$ cat src/rtl/imse_pkg.sv
// ----------------------------------------------------------------------------
// imse_pkg
// Shared types and constants of the ir mark/space encoder: the request and
// response words, the configuration set and the segment kinds.
// ----------------------------------------------------------------------------
package imse_pkg;

   localparam int unsigned DUR_W     = 16;
   localparam int unsigned CSR_ADDR_W = 3;
   localparam int unsigned CSR_DATA_W = 16;

   // register indexes of the configuration port
   localparam logic [CSR_ADDR_W-1:0] CSR_CODING_MODE   = 3'd0;
   localparam logic [CSR_ADDR_W-1:0] CSR_HEADER        = 3'd1;
   localparam logic [CSR_ADDR_W-1:0] CSR_BIT_MARK      = 3'd2;
   localparam logic [CSR_ADDR_W-1:0] CSR_PD_ONE_SPACE  = 3'd3;
   localparam logic [CSR_ADDR_W-1:0] CSR_PD_ZERO_SPACE = 3'd4;
   localparam logic [CSR_ADDR_W-1:0] CSR_ALT_ONE       = 3'd5;
   localparam logic [CSR_ADDR_W-1:0] CSR_ALT_ZERO      = 3'd6;

   // reset values of the timing registers
   localparam logic [DUR_W-1:0] RST_HEADER        = 16'd3000;
   localparam logic [DUR_W-1:0] RST_BIT_MARK      = 16'd560;
   localparam logic [DUR_W-1:0] RST_PD_ONE_SPACE  = 16'd1600;
   localparam logic [DUR_W-1:0] RST_PD_ZERO_SPACE = 16'd560;
   localparam logic [DUR_W-1:0] RST_ALT_ONE       = 16'd550;
   localparam logic [DUR_W-1:0] RST_ALT_ZERO      = 16'd300;

   // coding modes
   localparam logic MODE_PULSE_DIST = 1'b0;
   localparam logic MODE_ALTERNATE  = 1'b1;

   // input word
   typedef struct packed {
      logic [7:0] data_byte;
      logic       frame_start;
      logic       frame_end;
   } req_type;

   // result word, one per segment
   typedef struct packed {
      logic             level;
      logic [DUR_W-1:0] span_us;
      logic             run_last;
   } rsp_type;

   // classified item as it waits between front and back
   typedef struct packed {
      logic [7:0] data_byte;
      logic       frame_start;
      logic       frame_end;
      logic       alt_mode;
   } cmd_type;

   // configuration set, durations already masked
   typedef struct packed {
      logic             coding_mode;
      logic [DUR_W-1:0] header_us;
      logic [DUR_W-1:0] bit_mark_us;
      logic [DUR_W-1:0] pd_one_space_us;
      logic [DUR_W-1:0] pd_zero_space_us;
      logic [DUR_W-1:0] alt_one_us;
      logic [DUR_W-1:0] alt_zero_us;
   } cfg_type;

   // segment kinds of the sequencer
   typedef enum logic [5:0] {
      K_HMARK  = 6'b000001,
      K_HSPACE = 6'b000010,
      K_BMARK  = 6'b000100,
      K_BSPACE = 6'b001000,
      K_BALT   = 6'b010000,
      K_TRAIL  = 6'b100000
   } kind_type;

endpackage

$ cat src/rtl/ir_mark_space_encoder_unit.sv
// ----------------------------------------------------------------------------
// ir_mark_space_encoder_unit
// The first segment of a word reaches the result ports through the input queue,
// then the result queue. Throughput: one segment per cycle from the sequencer
// while the result queue has room, so 8 to 19 segments a word (alternating mode
// without flags to pulse-distance with header/trailer).
// Reset: queues empty, registers to defaults, next alternating bit a mark.
// ----------------------------------------------------------------------------
module ir_mark_space_encoder_unit
   import imse_pkg::*;
#(
   parameter int unsigned DURATION_BITS = 16
) (
   input  logic                  clock,
   input  logic                  reset,
   input  logic                  req_push,
   input  req_type               req_word,
   output logic                  req_full,
   output logic                  rsp_empty,
   output rsp_type               rsp_word,
   input  logic                  rsp_pop,
   input  logic                  csr_we,
   input  logic [CSR_ADDR_W-1:0] csr_addr,
   input  logic [CSR_DATA_W-1:0] csr_wdata
);

   cfg_type cfg;
   logic    cmd_valid;
   cmd_type cmd_head;
   logic    cmd_pop;

   // configuration registers
   imse_csr #(
      .DURATION_BITS(DURATION_BITS)
   ) u_csr (
      .clock    (clock),
      .reset    (reset),
      .csr_we   (csr_we),
      .csr_addr (csr_addr),
      .csr_wdata(csr_wdata),
      .cfg      (cfg)
   );

   // intake and command queue
   imse_front u_front (
      .clock    (clock),
      .reset    (reset),
      .req_push (req_push),
      .req_word (req_word),
      .req_full (req_full),
      .alt_mode (cfg.coding_mode),
      .cmd_valid(cmd_valid),
      .cmd_head (cmd_head),
      .cmd_pop  (cmd_pop)
   );

   // segment sequencer and result queue
   imse_seq u_seq (
      .clock    (clock),
      .reset    (reset),
      .cfg      (cfg),
      .cmd_valid(cmd_valid),
      .cmd_head (cmd_head),
      .cmd_pop  (cmd_pop),
      .rsp_empty(rsp_empty),
      .rsp_word (rsp_word),
      .rsp_pop  (rsp_pop)
   );

endmodule

$ cat src/rtl/imse_csr.sv
// ----------------------------------------------------------------------------
// imse_csr
// Configuration registers. Durations are kept at the configured duration
// width (at most the 16-bit field) and presented zero-extended.
// ----------------------------------------------------------------------------
module imse_csr
   import imse_pkg::*;
#(
   parameter int unsigned DURATION_BITS = 16
) (
   input  logic                  clock,
   input  logic                  reset,
   input  logic                  csr_we,
   input  logic [CSR_ADDR_W-1:0] csr_addr,
   input  logic [CSR_DATA_W-1:0] csr_wdata,
   output cfg_type               cfg
);

   localparam int unsigned REG_W = (DURATION_BITS < DUR_W) ? DURATION_BITS : DUR_W;

   logic             mode_ff;
   logic [REG_W-1:0] header_ff;
   logic [REG_W-1:0] bit_mark_ff;
   logic [REG_W-1:0] pd_one_ff;
   logic [REG_W-1:0] pd_zero_ff;
   logic [REG_W-1:0] alt_one_ff;
   logic [REG_W-1:0] alt_zero_ff;
   logic [REG_W-1:0] wval;

   assign wval = csr_wdata[REG_W-1:0];

   // register writes, unknown indexes ignored
   always_ff @(posedge clock) begin
      if (reset) begin
         mode_ff     <= MODE_PULSE_DIST;
         header_ff   <= RST_HEADER[REG_W-1:0];
         bit_mark_ff <= RST_BIT_MARK[REG_W-1:0];
         pd_one_ff   <= RST_PD_ONE_SPACE[REG_W-1:0];
         pd_zero_ff  <= RST_PD_ZERO_SPACE[REG_W-1:0];
         alt_one_ff  <= RST_ALT_ONE[REG_W-1:0];
         alt_zero_ff <= RST_ALT_ZERO[REG_W-1:0];
      end else if (csr_we) begin
         case (csr_addr)
            CSR_CODING_MODE:   mode_ff     <= csr_wdata[0];
            CSR_HEADER:        header_ff   <= wval;
            CSR_BIT_MARK:      bit_mark_ff <= wval;
            CSR_PD_ONE_SPACE:  pd_one_ff   <= wval;
            CSR_PD_ZERO_SPACE: pd_zero_ff  <= wval;
            CSR_ALT_ONE:       alt_one_ff  <= wval;
            CSR_ALT_ZERO:      alt_zero_ff <= wval;
            default: ;
         endcase
      end
   end

   // zero-extend to the field width
   always_comb begin
      cfg                  = '0;
      cfg.coding_mode      = mode_ff;
      cfg.header_us        = DUR_W'(header_ff);
      cfg.bit_mark_us      = DUR_W'(bit_mark_ff);
      cfg.pd_one_space_us  = DUR_W'(pd_one_ff);
      cfg.pd_zero_space_us = DUR_W'(pd_zero_ff);
      cfg.alt_one_us       = DUR_W'(alt_one_ff);
      cfg.alt_zero_us      = DUR_W'(alt_zero_ff);
   end

endmodule

$ cat src/rtl/imse_front.sv
// ----------------------------------------------------------------------------
// imse_front
// Accepts input words, tags each with the coding mode and holds them in a
// two-entry queue for the segment sequencer.
// ----------------------------------------------------------------------------
module imse_front
   import imse_pkg::*;
(
   input  logic    clock,
   input  logic    reset,
   input  logic    req_push,
   input  req_type req_word,
   output logic    req_full,
   input  logic    alt_mode,
   output logic    cmd_valid,
   output cmd_type cmd_head,
   input  logic    cmd_pop
);

   cmd_type    mem_ff [2];
   logic       wr_ptr_ff, wr_ptr_in;
   logic       rd_ptr_ff, rd_ptr_in;
   logic [1:0] count_ff, count_in;
   logic       push_ok;
   logic       pop_ok;
   cmd_type    cmd_new;

   assign req_full  = (count_ff == 2'd2);
   assign cmd_valid = (count_ff != 2'd0);
   assign cmd_head  = mem_ff[rd_ptr_ff];
   assign push_ok   = req_push && !req_full;
   assign pop_ok    = cmd_pop && cmd_valid;

   // classify the incoming word
   always_comb begin
      cmd_new             = '0;
      cmd_new.data_byte   = req_word.data_byte;
      cmd_new.frame_start = req_word.frame_start;
      cmd_new.frame_end   = req_word.frame_end;
      cmd_new.alt_mode    = (alt_mode == MODE_ALTERNATE);
   end

   // pointer and fill bookkeeping
   always_comb begin
      wr_ptr_in = push_ok ? ~wr_ptr_ff : wr_ptr_ff;
      rd_ptr_in = pop_ok ? ~rd_ptr_ff : rd_ptr_ff;
      count_in  = count_ff;
      if (push_ok && !pop_ok) begin
         count_in = count_ff + 2'd1;
      end else if (!push_ok && pop_ok) begin
         count_in = count_ff - 2'd1;
      end
   end

   always_ff @(posedge clock) begin
      if (reset) begin
         wr_ptr_ff <= 1'b0;
         rd_ptr_ff <= 1'b0;
         count_ff  <= 2'd0;
      end else begin
         wr_ptr_ff <= wr_ptr_in;
         rd_ptr_ff <= rd_ptr_in;
         count_ff  <= count_in;
      end
   end

   // queue storage
   always_ff @(posedge clock) begin
      if (push_ok) begin
         mem_ff[wr_ptr_ff] <= cmd_new;
      end
   end

endmodule

$ cat src/rtl/imse_seq.sv
// ----------------------------------------------------------------------------
// imse_seq
// Segment sequencer: walks header, bits and trailer of the queued item, one
// segment per cycle while the result queue has room, into a two-entry result
// queue. Keeps the alternating level across items.
// ----------------------------------------------------------------------------
module imse_seq
   import imse_pkg::*;
(
   input  logic    clock,
   input  logic    reset,
   input  cfg_type cfg,
   input  logic    cmd_valid,
   input  cmd_type cmd_head,
   output logic    cmd_pop,
   output logic    rsp_empty,
   output rsp_type rsp_word,
   input  logic    rsp_pop
);

   kind_type   kind_ff, kind_in;
   logic       busy_ff, busy_in;
   logic [2:0] bit_cnt_ff, bit_cnt_in;
   logic       alt_ff, alt_in;

   kind_type   cur_kind;
   kind_type   next_kind;
   logic       bit_val;
   logic       bit_done;
   logic       seg_level;
   logic [DUR_W-1:0] seg_dur;
   logic       seg_last;
   logic       bit_adv;
   logic       alt_tog;
   logic       fire;

   rsp_type    oq_ff [2];
   logic       oq_wr_ff, oq_wr_in;
   logic       oq_rd_ff, oq_rd_in;
   logic [1:0] oq_cnt_ff, oq_cnt_in;
   logic       oq_pop;
   rsp_type    seg_word;

   assign fire     = cmd_valid && (oq_cnt_ff != 2'd2);
   assign cmd_pop  = fire && seg_last;
   assign bit_val  = cmd_head.data_byte[3'd7 - bit_cnt_ff];
   assign bit_done = (bit_cnt_ff == 3'd7);

   // segment selection
   always_comb begin
      if (busy_ff) begin
         cur_kind = kind_ff;
      end else if (cmd_head.frame_start) begin
         cur_kind = K_HMARK;
      end else if (cmd_head.alt_mode) begin
         cur_kind = K_BALT;
      end else begin
         cur_kind = K_BMARK;
      end

      seg_level = 1'b1;
      seg_dur   = cfg.header_us;
      seg_last  = 1'b0;
      next_kind = K_HSPACE;
      bit_adv   = 1'b0;
      alt_tog   = 1'b0;

      case (cur_kind)
         K_HMARK: begin
            seg_level = 1'b1;
            seg_dur   = cfg.header_us;
            next_kind = K_HSPACE;
         end
         K_HSPACE: begin
            seg_level = 1'b0;
            seg_dur   = cfg.header_us;
            next_kind = cmd_head.alt_mode ? K_BALT : K_BMARK;
         end
         K_BMARK: begin
            seg_level = 1'b1;
            seg_dur   = cfg.bit_mark_us;
            next_kind = K_BSPACE;
         end
         K_BSPACE: begin
            seg_level = 1'b0;
            seg_dur   = bit_val ? cfg.pd_one_space_us : cfg.pd_zero_space_us;
            bit_adv   = 1'b1;
            seg_last  = bit_done && !cmd_head.frame_end;
            next_kind = bit_done ? K_TRAIL : K_BMARK;
         end
         K_BALT: begin
            seg_level = ~alt_ff;
            seg_dur   = bit_val ? cfg.alt_one_us : cfg.alt_zero_us;
            bit_adv   = 1'b1;
            alt_tog   = 1'b1;
            seg_last  = bit_done && !cmd_head.frame_end;
            next_kind = bit_done ? K_TRAIL : K_BALT;
         end
         K_TRAIL: begin
            seg_level = 1'b1;
            seg_dur   = cmd_head.alt_mode ? cfg.alt_zero_us : cfg.bit_mark_us;
            seg_last  = 1'b1;
            next_kind = K_TRAIL;
         end
         default: begin
            seg_last  = 1'b1;
            next_kind = K_HMARK;
         end
      endcase
   end

   // sequencer state update
   always_comb begin
      kind_in    = kind_ff;
      busy_in    = busy_ff;
      bit_cnt_in = bit_cnt_ff;
      alt_in     = alt_ff;
      if (fire) begin
         alt_in = alt_ff ^ alt_tog;
         if (seg_last) begin
            busy_in    = 1'b0;
            bit_cnt_in = 3'd0;
         end else begin
            busy_in    = 1'b1;
            kind_in    = next_kind;
            bit_cnt_in = bit_adv ? bit_cnt_ff + 3'd1 : bit_cnt_ff;
         end
      end
   end

   always_ff @(posedge clock) begin
      if (reset) begin
         kind_ff    <= K_HMARK;
         busy_ff    <= 1'b0;
         bit_cnt_ff <= 3'd0;
         alt_ff     <= 1'b0;
      end else begin
         kind_ff    <= kind_in;
         busy_ff    <= busy_in;
         bit_cnt_ff <= bit_cnt_in;
         alt_ff     <= alt_in;
      end
   end

   // result queue
   always_comb begin
      seg_word          = '0;
      seg_word.level    = seg_level;
      seg_word.span_us  = seg_dur;
      seg_word.run_last = seg_last;
   end

   assign rsp_empty = (oq_cnt_ff == 2'd0);
   assign rsp_word  = oq_ff[oq_rd_ff];
   assign oq_pop    = rsp_pop && !rsp_empty;

   always_comb begin
      oq_wr_in  = fire ? ~oq_wr_ff : oq_wr_ff;
      oq_rd_in  = oq_pop ? ~oq_rd_ff : oq_rd_ff;
      oq_cnt_in = oq_cnt_ff;
      if (fire && !oq_pop) begin
         oq_cnt_in = oq_cnt_ff + 2'd1;
      end else if (!fire && oq_pop) begin
         oq_cnt_in = oq_cnt_ff - 2'd1;
      end
   end

   always_ff @(posedge clock) begin
      if (reset) begin
         oq_wr_ff  <= 1'b0;
         oq_rd_ff  <= 1'b0;
         oq_cnt_ff <= 2'd0;
      end else begin
         oq_wr_ff  <= oq_wr_in;
         oq_rd_ff  <= oq_rd_in;
         oq_cnt_ff <= oq_cnt_in;
      end
   end

   always_ff @(posedge clock) begin
      if (fire) begin
         oq_ff[oq_wr_ff] <= seg_word;
      end
   end

endmodule
$ cat config.mk
export PLATFORM = sky130hd
export DESIGN_NAME = ir_mark_space_encoder_unit
export DESIGN_NICKNAME = d
export VERILOG_FILES = /design/src/rtl/imse_pkg.sv /design/src/rtl/ir_mark_space_encoder_unit.sv /design/src/rtl/imse_csr.sv /design/src/rtl/imse_front.sv /design/src/rtl/imse_seq.sv
export SDC_FILE = /design/constraint.sdc
export NUM_CORES = 1
export LEC_CHECK = 0
export BUFFER_PORTS_ARGS = -buffer_cell sky130_fd_sc_hd__buf_2
export CAP_MARGIN = 20
export CORE_ASPECT_RATIO = 0.5
export CORE_MARGIN = 4
export CORE_UTILIZATION = 54
export DETAILED_ROUTE_END_ITERATION = 8
export HOLD_SLACK_MARGIN = 0.02
export PLACE_DENSITY = 0.84
export SLEW_MARGIN = 40
export SYNTH_ARGS = -nofsm -noshare
export SYNTH_HDL_FRONTEND = slang
export SYNTH_SLANG_ARGS = --single-unit
$ cat constraint.sdc
create_clock -name clock -period 2.4 [get_ports clock]
set_input_delay 0.12 -clock clock [delete_from_list [all_inputs] [get_ports clock]]
set_output_delay 0.12 -clock clock [all_outputs]
set_load 0.1 [all_outputs]
# After elaboration in Yosys (flattened, before gate mapping)
# Memories as Yosys holds them, arrays and structs flattened. A register that Yosys moved wholly into a read port is not among the register bits.
# Cells that the tools add are included.
# totals
in_bits,34
memories,2
ff_bits,116
mem_bits_rw,58
word_cells,114
output_inout_bits,20
# mem_list
memory,words,width,rd,rd_clocked_by_memory_dff,wr,line_no,text
u_seq.oq_ff,2,18,1,1,1,imse_seq.sv:37,rsp_type oq_ff [2];
u_front.mem_ff,2,11,1,1,1,imse_front.sv:20,cmd_type mem_ff [2];
# classes
n_lt_le_gt_ge,1
mux,31
add_sub_neg,6
bitwise_logic,7
reduce_logical,35
eq_ne,15
# op_table
op,n
$pmux 16 s4,1
$mux 16,3
$pmux 6 s6,1
$mux 6,4
$reduce_and 2->1,9
$eq 3x3->1 const B,4
$mux 1,12
$logic_and 1x1->1,10
$mux 2,4
$reduce_bool 2->1,4
$logic_not 1->1,7
$eq 3x2->1 const B,2
$eq 6x1->1 const B,1
$eq 6x2->1 const B,1
$eq 6x3->1 const B,1
$eq 6x4->1 const B,1
$eq 6x5->1 const B,1
$eq 6x6->1 const B,1
$mux 3,2
$not 1->1,6
$mux 5,1
$add 2x1->2 const B,2
$lt 3x4->1 const B,1
$pmux 1 s2,2
12 further kinds,14

# Logic depth before layout (Yosys ltp)
# Gate-level depths: netlist of the first run.
# depth
ltp_word,11
mapped_depth,10
depth_no_buf,9

# Hierarchy
# Synthesis of the first run repeated with hierarchy kept, for this count alone.
# unflattened
hier_cells,709
area_unflattened_um2,8154.1
# by_module_without_submodules
mod,seq_area_each_um2,cells_each,instances,area_per_inst_um2
imse_csr,1941.9,358,1,3946.3
imse_seq,1401.3,292,1,3198.1
imse_front,760.7,59,1,1009.7

# Least setup slack after synthesis of the first run
# No wires, ideal clock.
# synth_path
path_kind,flip-flop to flip-flop
start,register (tool-made name)
end,register u_front.count_ff[1]
setup_slack_ps,-215
required_time_ps,2330
arrival_time_ps,2545
n_path_buf,1
path_stages_with_launch,10
cell_sequence,dfxtp_1 > buf_4 > nor4_1 > a31o_2 > o2111ai_1 > o211ai_1 > or2_2 > ha_1 > or3_1 > a21oi_1
# synth_rtl
element,line_no,text
end signal: assignment,imse_front.sv:63,count_ff <= count_in;
end: declaration,imse_front.sv:23,"logic [1:0] count_ff, count_in;"

==> results.tsv, run 1 <==
stage	metric	value	unit
drt	Wirelength per Cell	21.2	um
synth	synthesized cell area	7460	um^2
sta	fin. max-slew vios	0	
sta	Worst Tran Pin Value	0.885	ns
floorplan	die footprint	15900	um^2
synth	Async S/R FF share, synth	0	
clock_network	Clock Tree Buf Depth	2	
sta	setup violators final	33	
synth	Simple-Gate Fraction of Synth Area	0.179	
grt	first-pass GRT wire length	34300	um
clock_network	CTS clk-pin slew, worst paths	0.08	ns
synth	Post-Synth Adder-Cell Area	0.00671	
worst_setup_path	Worst setup EP type	flop	
clock_network	Num CTS Buffers	17	
grt	total grt overflow	0	
run_status	status	complete, but fails checks	
synth	mux contribution to synthesized area	0.0999	
clock_network	# clock sinks	176	
synth	number of synthesized flops with an enable pin	58	
sta	min Tclk post-route	2.54	ns
clock_network	CTS tree	done	
floorplan	Initial Utilization	0.551	
drt	# DRC	0	
grt	GRT Overall Usage	0.275	
synth	Synth Area per Inst	9.67	um^2
run_status	failing checks	setup timing	
floorplan	Die Y	91.1	um
worst_setup_path	CP arrival	2.91	ns
synth	sequential share of the synthesized area	0.550	
clock_network	clock root buffer	clkbuf_16	
drt	Pre-antenna DRT Iters	9	
flow_run	Max Cap Viol	0	
synth	largest family of logic cells by synthesized area	simple AND/OR/NAND/NOR gates	
clock_network	htree depth	4	
sta	Slew HR	0.409	
synth	XOR/XNOR share of the synthesized area	0.0106	
drt	post-route antenna net violation count	0	
synth	Syn Nets	810	
placed_design	cell area after placement	8220	um^2
synth	Post-synth top flop	dfxtp_1	
sta	fin crit share	1.06	
final_layout	area added between synthesis and finish	25.5	%
placed_design	Port Buffers	53	
floorplan	core outline area	13600	um^2
floorplan	Die X	174	um
drt	Vias/cell	6.26	
grt	vias in the first global route	6566	
clock_network	Clock Latency Late Sink	0.44	ns
final_layout	Fillers	876	
sta	RSZ-0062 raised after global routing	yes	
sta	final setup margin	-0.136	ns
grt	initial antenna violation count	2	
final_layout	Final nets	917	
drt	final WL	23100	um
grt	largest net degree at the start of global routing	91	
drt	DR vias	6804	
final_layout	Final Cell Area	9370	um^2
synth	post-synthesis register bit count	176	
sta	Setup Skew	0.0164	ns
synth	post-synthesis compound-gate area fraction	0.126	
floorplan	Top Ports	54	
final_layout	share of layout cells above drive strength 1	0.211	
final_layout	Core Util, Final	0.691	
power_and_ir_drop	peak supply drop	0.587	mV
sta	Hold Fails Final Rpt	0	
drt	drt first-iter violations	798	
placed_design	hpwl dp	12700	um
synth	Synth cell types	50	
worst_setup_path	critical-path maximum fanout	6	
floorplan	row count	30	
worst_setup_path	classification of the worst setup path	flop to flop	
power_and_ir_drop	Leakage	3.55	nW
synth	Synth warnings	0	
worst_setup_path	CP Launch Type	flop	
final_layout	register area	4110	um^2
worst_setup_path	WP data required	2.77	ns
hold_path	HP Class	input pin to flop	
synth	Post-Syn Instances	772	
final_layout	Multi-input gate area	3320	um^2
placed_design	RD Place Congestion	0.933	
power_and_ir_drop	Pwr Density	1250	nW/um^2
sta	total negative setup slack	-2.05	ns
sta	Achievable Freq	394	MHz
sta	hold slack	0.111	ns
critical path, cell delays in order (launching register included):
cell       delay, ns
dfxtp_4         0.39
buf_6           0.14
buf_6           0.12
a31o_4          0.23
o2111ai_4       0.24
o211ai_1        0.21
or2_4           0.29
ha_4            0.16
xor2_2          0.15
or3_4           0.40
a21oi_2         0.13
cell usage after synthesis, types with 6 or more instances:
master      n  area (um^2)
nand2_1   211          792
dfxtp_1   118         2360
a21oi_1    82          410
edfxtp_1   58         1740
nor2_1     53          199
mux2i_1    43          430
clkbuf_1   34          128
nand3_1    28          140
mux2_2     20          225
a221o_1    16          160
o32a_1     16          160
inv_1       8         30.0
o21ai_0     8         40.0
xor2_1      8         70.1
or3_1       6         37.5
final cells by class:
class                   count  area share
inverters                   8     0.00321
well taps                 192      0.0256
diodes                      3    0.000801
repair buffers            130       0.108
flip-flops and latches    176       0.439
clock buffers              18      0.0481
clock inverters            14      0.0218
multi-input cells         546       0.354
sequential cells by signal, summed over array words and instances, names as in the netlist, named ones only:
signal	flops
u_seq.oq_ff	36
u_front.mem_ff	22
u_csr.alt_one_ff	16
u_csr.alt_zero_ff	16
u_csr.bit_mark_ff	16
u_csr.header_ff	16
u_csr.pd_one_ff	16
u_csr.pd_zero_ff	16
u_seq.kind_ff	6
u_seq.bit_cnt_ff	3
u_front.count_ff	2
u_seq.oq_cnt_ff	2
u_csr.mode_ff	1
u_front.rd_ptr_ff	1
u_front.wr_ptr_ff	1
u_seq.alt_ff	1
u_seq.busy_ff	1
u_seq.oq_rd_ff	1
u_seq.oq_wr_ff	1
cell usage in the layout, fill, tap and decap left out, types with 4 or more instances in the layout:
cell type	synthesis	final
buf_2	4	53
nand3_1	28	28
edfxtp_1	58	58
nor2_1	53	53
a21oi_1	82	79
mux2_2	20	19
xor2_1	8	7
dfxtp_1	118	116
a221o_1	16	16
inv_8	0	4
buf_6	1	6
nand2_1	211	211
mux4_2	4	4
nor3_1	4	4
buf_12	0	5
clkinv_8	0	4
or3_1	6	5
dlygate4sd3_1	0	26
clkbuf_16	0	19
buf_4	2	39
inv_1	8	8
nand2b_1	5	5
o21ai_0	8	6
mux2i_1	43	38
o32a_1	16	16
per-layer routing:
layer  GRT usage  vias up  routed length, um
met1       0.354     3194               8700
li1            -     2930                  -
met4       0.136        0               1230
met5           0        -                  0
met3      0.0774      135               2940
met2       0.429      545              10200
metrics by stage:
stage | power [mW] | worst slack (ns) | cells
2_1_floorplan | 6.97 | 0.00480 | 772
3_3_place_gp | 8.03 | -0.0291 | 1018
3_5_place_dp | 8.14 | -0.0556 | 1018
4_1_cts | 11.2 | -0.00916 | 1077
5_1_grt | 12.0 | -0.215 | 1085
6_report | 11.7 | -0.136 | 1087
what timing repair did:
| item | CTS | global route |
|---|---|---|
| cloned | 0 | 1 |
| endpoints found under the hold margin | 100 | 0 |
| endpoints found under the setup margin | 33 | 37 |
| pin swaps | 1 | 10 |
| buffers inserted | 1 | 6 |
| resized for setup | 10 | 22 |
| hold buffers | 26 | 0 |
cells by family after synthesis:
kind of cell,after synthesis
flip-flops,176
XOR/XNOR,9
multiplexers,67
adder cells (fa/ha/maj),4
AO/OA/AOI/OAI,143
AND/OR/NAND/NOR,323
buffers and inverters,50
power breakdown:
group	total, mW	internal, mW	switching (mW)
registers	3.84	3.64	0.200
logic	4.82	1.61	3.21
clock network	3.03	1.67	1.36
total	11.7	6.92	4.78
path summary, 6_finish.rpt:
check,depth (start not counted),start,slack (ns),endpoint
setup / recovery,10,flop,-0.14,u_front.count_ff[1]
hold / removal,4,req_push,0.11,u_front.wr_ptr_ff
setup reg to reg,10,flop,-0.14,u_front.count_ff[1]
hold reg to reg,2,u_csr.alt_one_ff[14],0.46,u_csr.alt_one_ff[14]
Power figures use the tool's default switching activity.
==> inputs of run 2 (changes only) <==
--- a/config.mk
+++ b/config.mk
@@ -9,10 +9,11 @@
 export CAP_MARGIN = 20
 export CORE_ASPECT_RATIO = 0.5
 export CORE_MARGIN = 4
-export CORE_UTILIZATION = 54
+export CORE_UTILIZATION = 45
 export DETAILED_ROUTE_END_ITERATION = 8
 export HOLD_SLACK_MARGIN = 0.02
-export PLACE_DENSITY = 0.84
+export PLACE_DENSITY = 0.71
+export SKIP_LAST_GASP = 1
 export SLEW_MARGIN = 40
 export SYNTH_ARGS = -nofsm -noshare
 export SYNTH_HDL_FRONTEND = slang
==> constraint.sdc (replaced) <==
create_clock -name clock -period 2.49 [get_ports clock]
set_input_delay 0.1245 -clock clock [delete_from_list [all_inputs] [get_ports clock]]
set_output_delay 0.1245 -clock clock [all_outputs]
set_load 0.1 [all_outputs]
==> results.tsv, run 2 (synthesis results as in run 1) <==
stage	metric	value	unit	change
final_layout	commonest non-fill, non-tap cells in the layout	211 x nand2_1, 117 x dfxtp_1, 80 x a21oi_1, 58 x edfxtp_1		was 211 x nand2_1, 116 x dfxtp_1, 79 x a21oi_1, 58 x edfxtp_1
power_and_ir_drop	Pwr Density	1150	nW/um^2	was 1250 nW/um^2
grt	first-pass GRT wire length	31200	um	was 34300 um
sta	min Tclk post-route	2.42	ns	was 2.54 ns
final_layout	Final nets	909		was 917
power_and_ir_drop	Leakage	3.42	nW	was 3.55 nW
placed_design	dpl cells	1045		was 1018
worst_setup_path	Critical Path Max Stage Delay	0.51	ns	was 0.40 ns
final_layout	register area	4110	um^2	about the same
drt	Wirelength per Cell	17.9	um	was 21.2 um
clock_network	Clock Latency Late Sink	0.43	ns	was 0.44 ns
final_layout	commonest non-fill, non-tap cell in the layout	nand2_1		unchanged
final_layout	Final Cell Area	9110	um^2	was 9370 um^2
power_and_ir_drop	peak supply drop	0.608	mV	was 0.587 mV
drt	Vias/cell	5.55		was 6.26
floorplan	Top Ports	54		unchanged
sta	Setup Skew	0.0168	ns	was 0.0164 ns
worst_setup_path	classification of the worst setup path	flop to flop		unchanged
drt	Pre-antenna DRT Iters	5		was 9
floorplan	Die Y	99.1	um	was 91.1 um
final_layout	max FFs per register	36		unchanged
sta	fin crit share	0.973		was 1.06
final_layout	Non-Filler Instances	1105		was 1087
final_layout	Regs by FF count	u_seq.oq_ff (36), u_front.mem_ff (22)		unchanged
final_layout	share of layout cells above drive strength 1	0.193		was 0.211
drt	# DRC	0		unchanged
sta	total negative setup slack	0	ns	was -2.05 ns
drt	DR vias	6130		was 6804
placed_design	cell area after placement	8210	um^2	was 8220 um^2
clock_network	htree depth	4		unchanged
floorplan	Die X	190	um	was 174 um
placed_design	hpwl dp	11800	um	was 12700 um
clock_network	Num CTS Buffers	17		unchanged
hold_path	HP Class	input pin to flop		unchanged
clock_network	CTS tree	done		unchanged
clock_network	clock root buffer	clkbuf_16		unchanged
drt	final WL	19800	um	was 23100 um
worst_setup_path	CP Launch Type	flop		unchanged
worst_setup_path	crit path to	u_seq.oq_ff[1][1]		was u_front.count_ff[1]
drt	drt first-iter violations	561		was 798
clock_network	Clock Tree Buf Depth	2		unchanged
final_layout	Multi-input gate area	3230	um^2	was 3320 um^2
worst_setup_path	worst r2r path cells	8		was 10
grt	total grt overflow	0		unchanged
drt	post-route antenna net violation count	0		unchanged
placed_design	RD Place Congestion	0.847		was 0.933
floorplan	row count	32		was 30
final_layout	ANT cells	0		was 3
sta	Slew HR	0.390		was 0.409
grt	GRT Overall Usage	0.211		was 0.275
sta	Hold Fails Final Rpt	0		unchanged
sta	Achievable Freq	413	MHz	was 394 MHz
worst_setup_path	WP data required	2.65	ns	was 2.77 ns
floorplan	Initial Utilization	0.472		was 0.551
worst_setup_path	flop-to-flop setup slack	0.07	ns	was -0.14 ns
final_layout	Core Util, Final	0.576		was 0.691
run_status	status	completed		was complete, but fails checks
worst_setup_path	critical-path maximum fanout	16		was 6
sta	RSZ-0062 raised after global routing	yes		unchanged
floorplan	die footprint	18800	um^2	was 15900 um^2
flow_run	Max Cap Viol	0		unchanged
placed_design	Port Buffers	53		unchanged
grt	initial antenna violation count	0		was 2
clock_network	CTS clk-pin slew, worst paths	0.07	ns	was 0.08 ns
final_layout	Fillers	1304		was 876
grt	largest net degree at the start of global routing	70		was 91
worst_setup_path	worst r2r dst	u_seq.oq_ff[1][1]		was u_front.count_ff[1]
sta	fin. max-slew vios	0		unchanged
worst_setup_path	CP max stage cell	mux4_2		was or3_4
final_layout	area added between synthesis and finish	22.1	%	was 25.5%
worst_setup_path	Worst path most repeated cell	mux2i_2		was buf_6
final_layout	Top reg by flops	u_seq.oq_ff		unchanged
floorplan	core outline area	15800	um^2	was 13600 um^2
sta	Worst Tran Pin Value	0.914	ns	was 0.885 ns
worst_setup_path	crit-path cells	buf_6 > mux4_2 > mux2i_2 > mux2i_4 > buf_12 > mux2i_2 > nor2_1 > o32a_1		was buf_6 > buf_6 > a31o_4 > o2111ai_4 > o211ai_1 > or2_4 > ha_4 > xor2_2 > or3_4 > a21oi_2
worst_setup_path	Worst setup EP type	flop		unchanged
sta	setup violators final	0		was 33
grt	vias in the first global route	6023		was 6566
clock_network	# clock sinks	176		unchanged
worst_setup_path	CP arrival	2.59	ns	was 2.91 ns
-- run 2: cell types whose count changed in the layout (fill, tap and decap cells not counted), sizes merged --
cell and delta:
buf -7, diode -3, bufinv -2, inv +1
-- run 2: critical path, delay by kind of cell, from the launching register on --
| family | cells | cell delay, ns |
|---|---|---|
| mux | 4 | 1.06 |
| compound gates | 1 | 0.35 |
| buf+inv | 2 | 0.34 |
| flops | 1 | 0.35 |
| simple gates | 1 | 0.07 |
-- run 2: worst min-delay path by stage --
stage | start | endpoint | slack [ns] | cells after the start
after detailed placement | req_word[7] | u_front.mem_ff[0][8] | 0.32 | 1
after floorplan | req_word[9] | u_front.mem_ff[0][10] | 0.22 | 0
after global routing | reset | flop | 0.15 | 2
after CTS | req_push | u_front.wr_ptr_ff | 0.11 | 4
after global placement | req_word[0] | u_front.mem_ff[0][1] | 0.31 | 1
final | req_push | u_front.wr_ptr_ff | 0.13 | 4
-- run 2: power by group --
group | switching [mW] | total (mW) | internal, mW
registers | 0.151 | 3.65 | 3.50
clock network | 1.22 | 2.60 | 1.38
logic | 2.85 | 4.20 | 1.35
total | 4.22 | 10.5 | 6.24
-- run 2: repair_timing --
action | CTS | global route
endpoints found under the setup margin | 32 | 34
buffers inserted | 1 | 1
pin swaps | 1 | 1
hold buffers | 26 | 0
hold endpoints to repair | 106 | 0
resized for setup | 1 | 9
-- run 2: through the flow --
| stage | hold slack (ns) | power (mW) | setup slack (ns) |
|---|---|---|---|
| floorplan | 0.223 | 6.70 | 0.0122 |
| global placement | 0.312 | 7.72 | 0.00600 |
| detailed placement | 0.316 | 7.77 | -0.0463 |
| CTS | 0.113 | 10.4 | 0.00376 |
| global route | 0.146 | 10.8 | -0.0697 |
| finish | 0.126 | 10.5 | 0.0665 |
-- run 2: final cells by class --
type,count,area share
flip-flops and latches,176,0.450
clock inverters,13,0.0132
repair buffers,122,0.0990
well taps,221,0.0303
multi-input cells,546,0.354
clock buffers,19,0.0498
inverters,8,0.00329
-- run 2: per-layer routing --
metal | global-route usage | part of all wire | routed length [um]
met4 | 0.0706 | 0.019 | 381
met3 | 0.0389 | 0.068 | 1350
met2 | 0.346 | 0.47 | 9360
met1 | 0.286 | 0.44 | 8710
met5 | 0 | 0 | 0
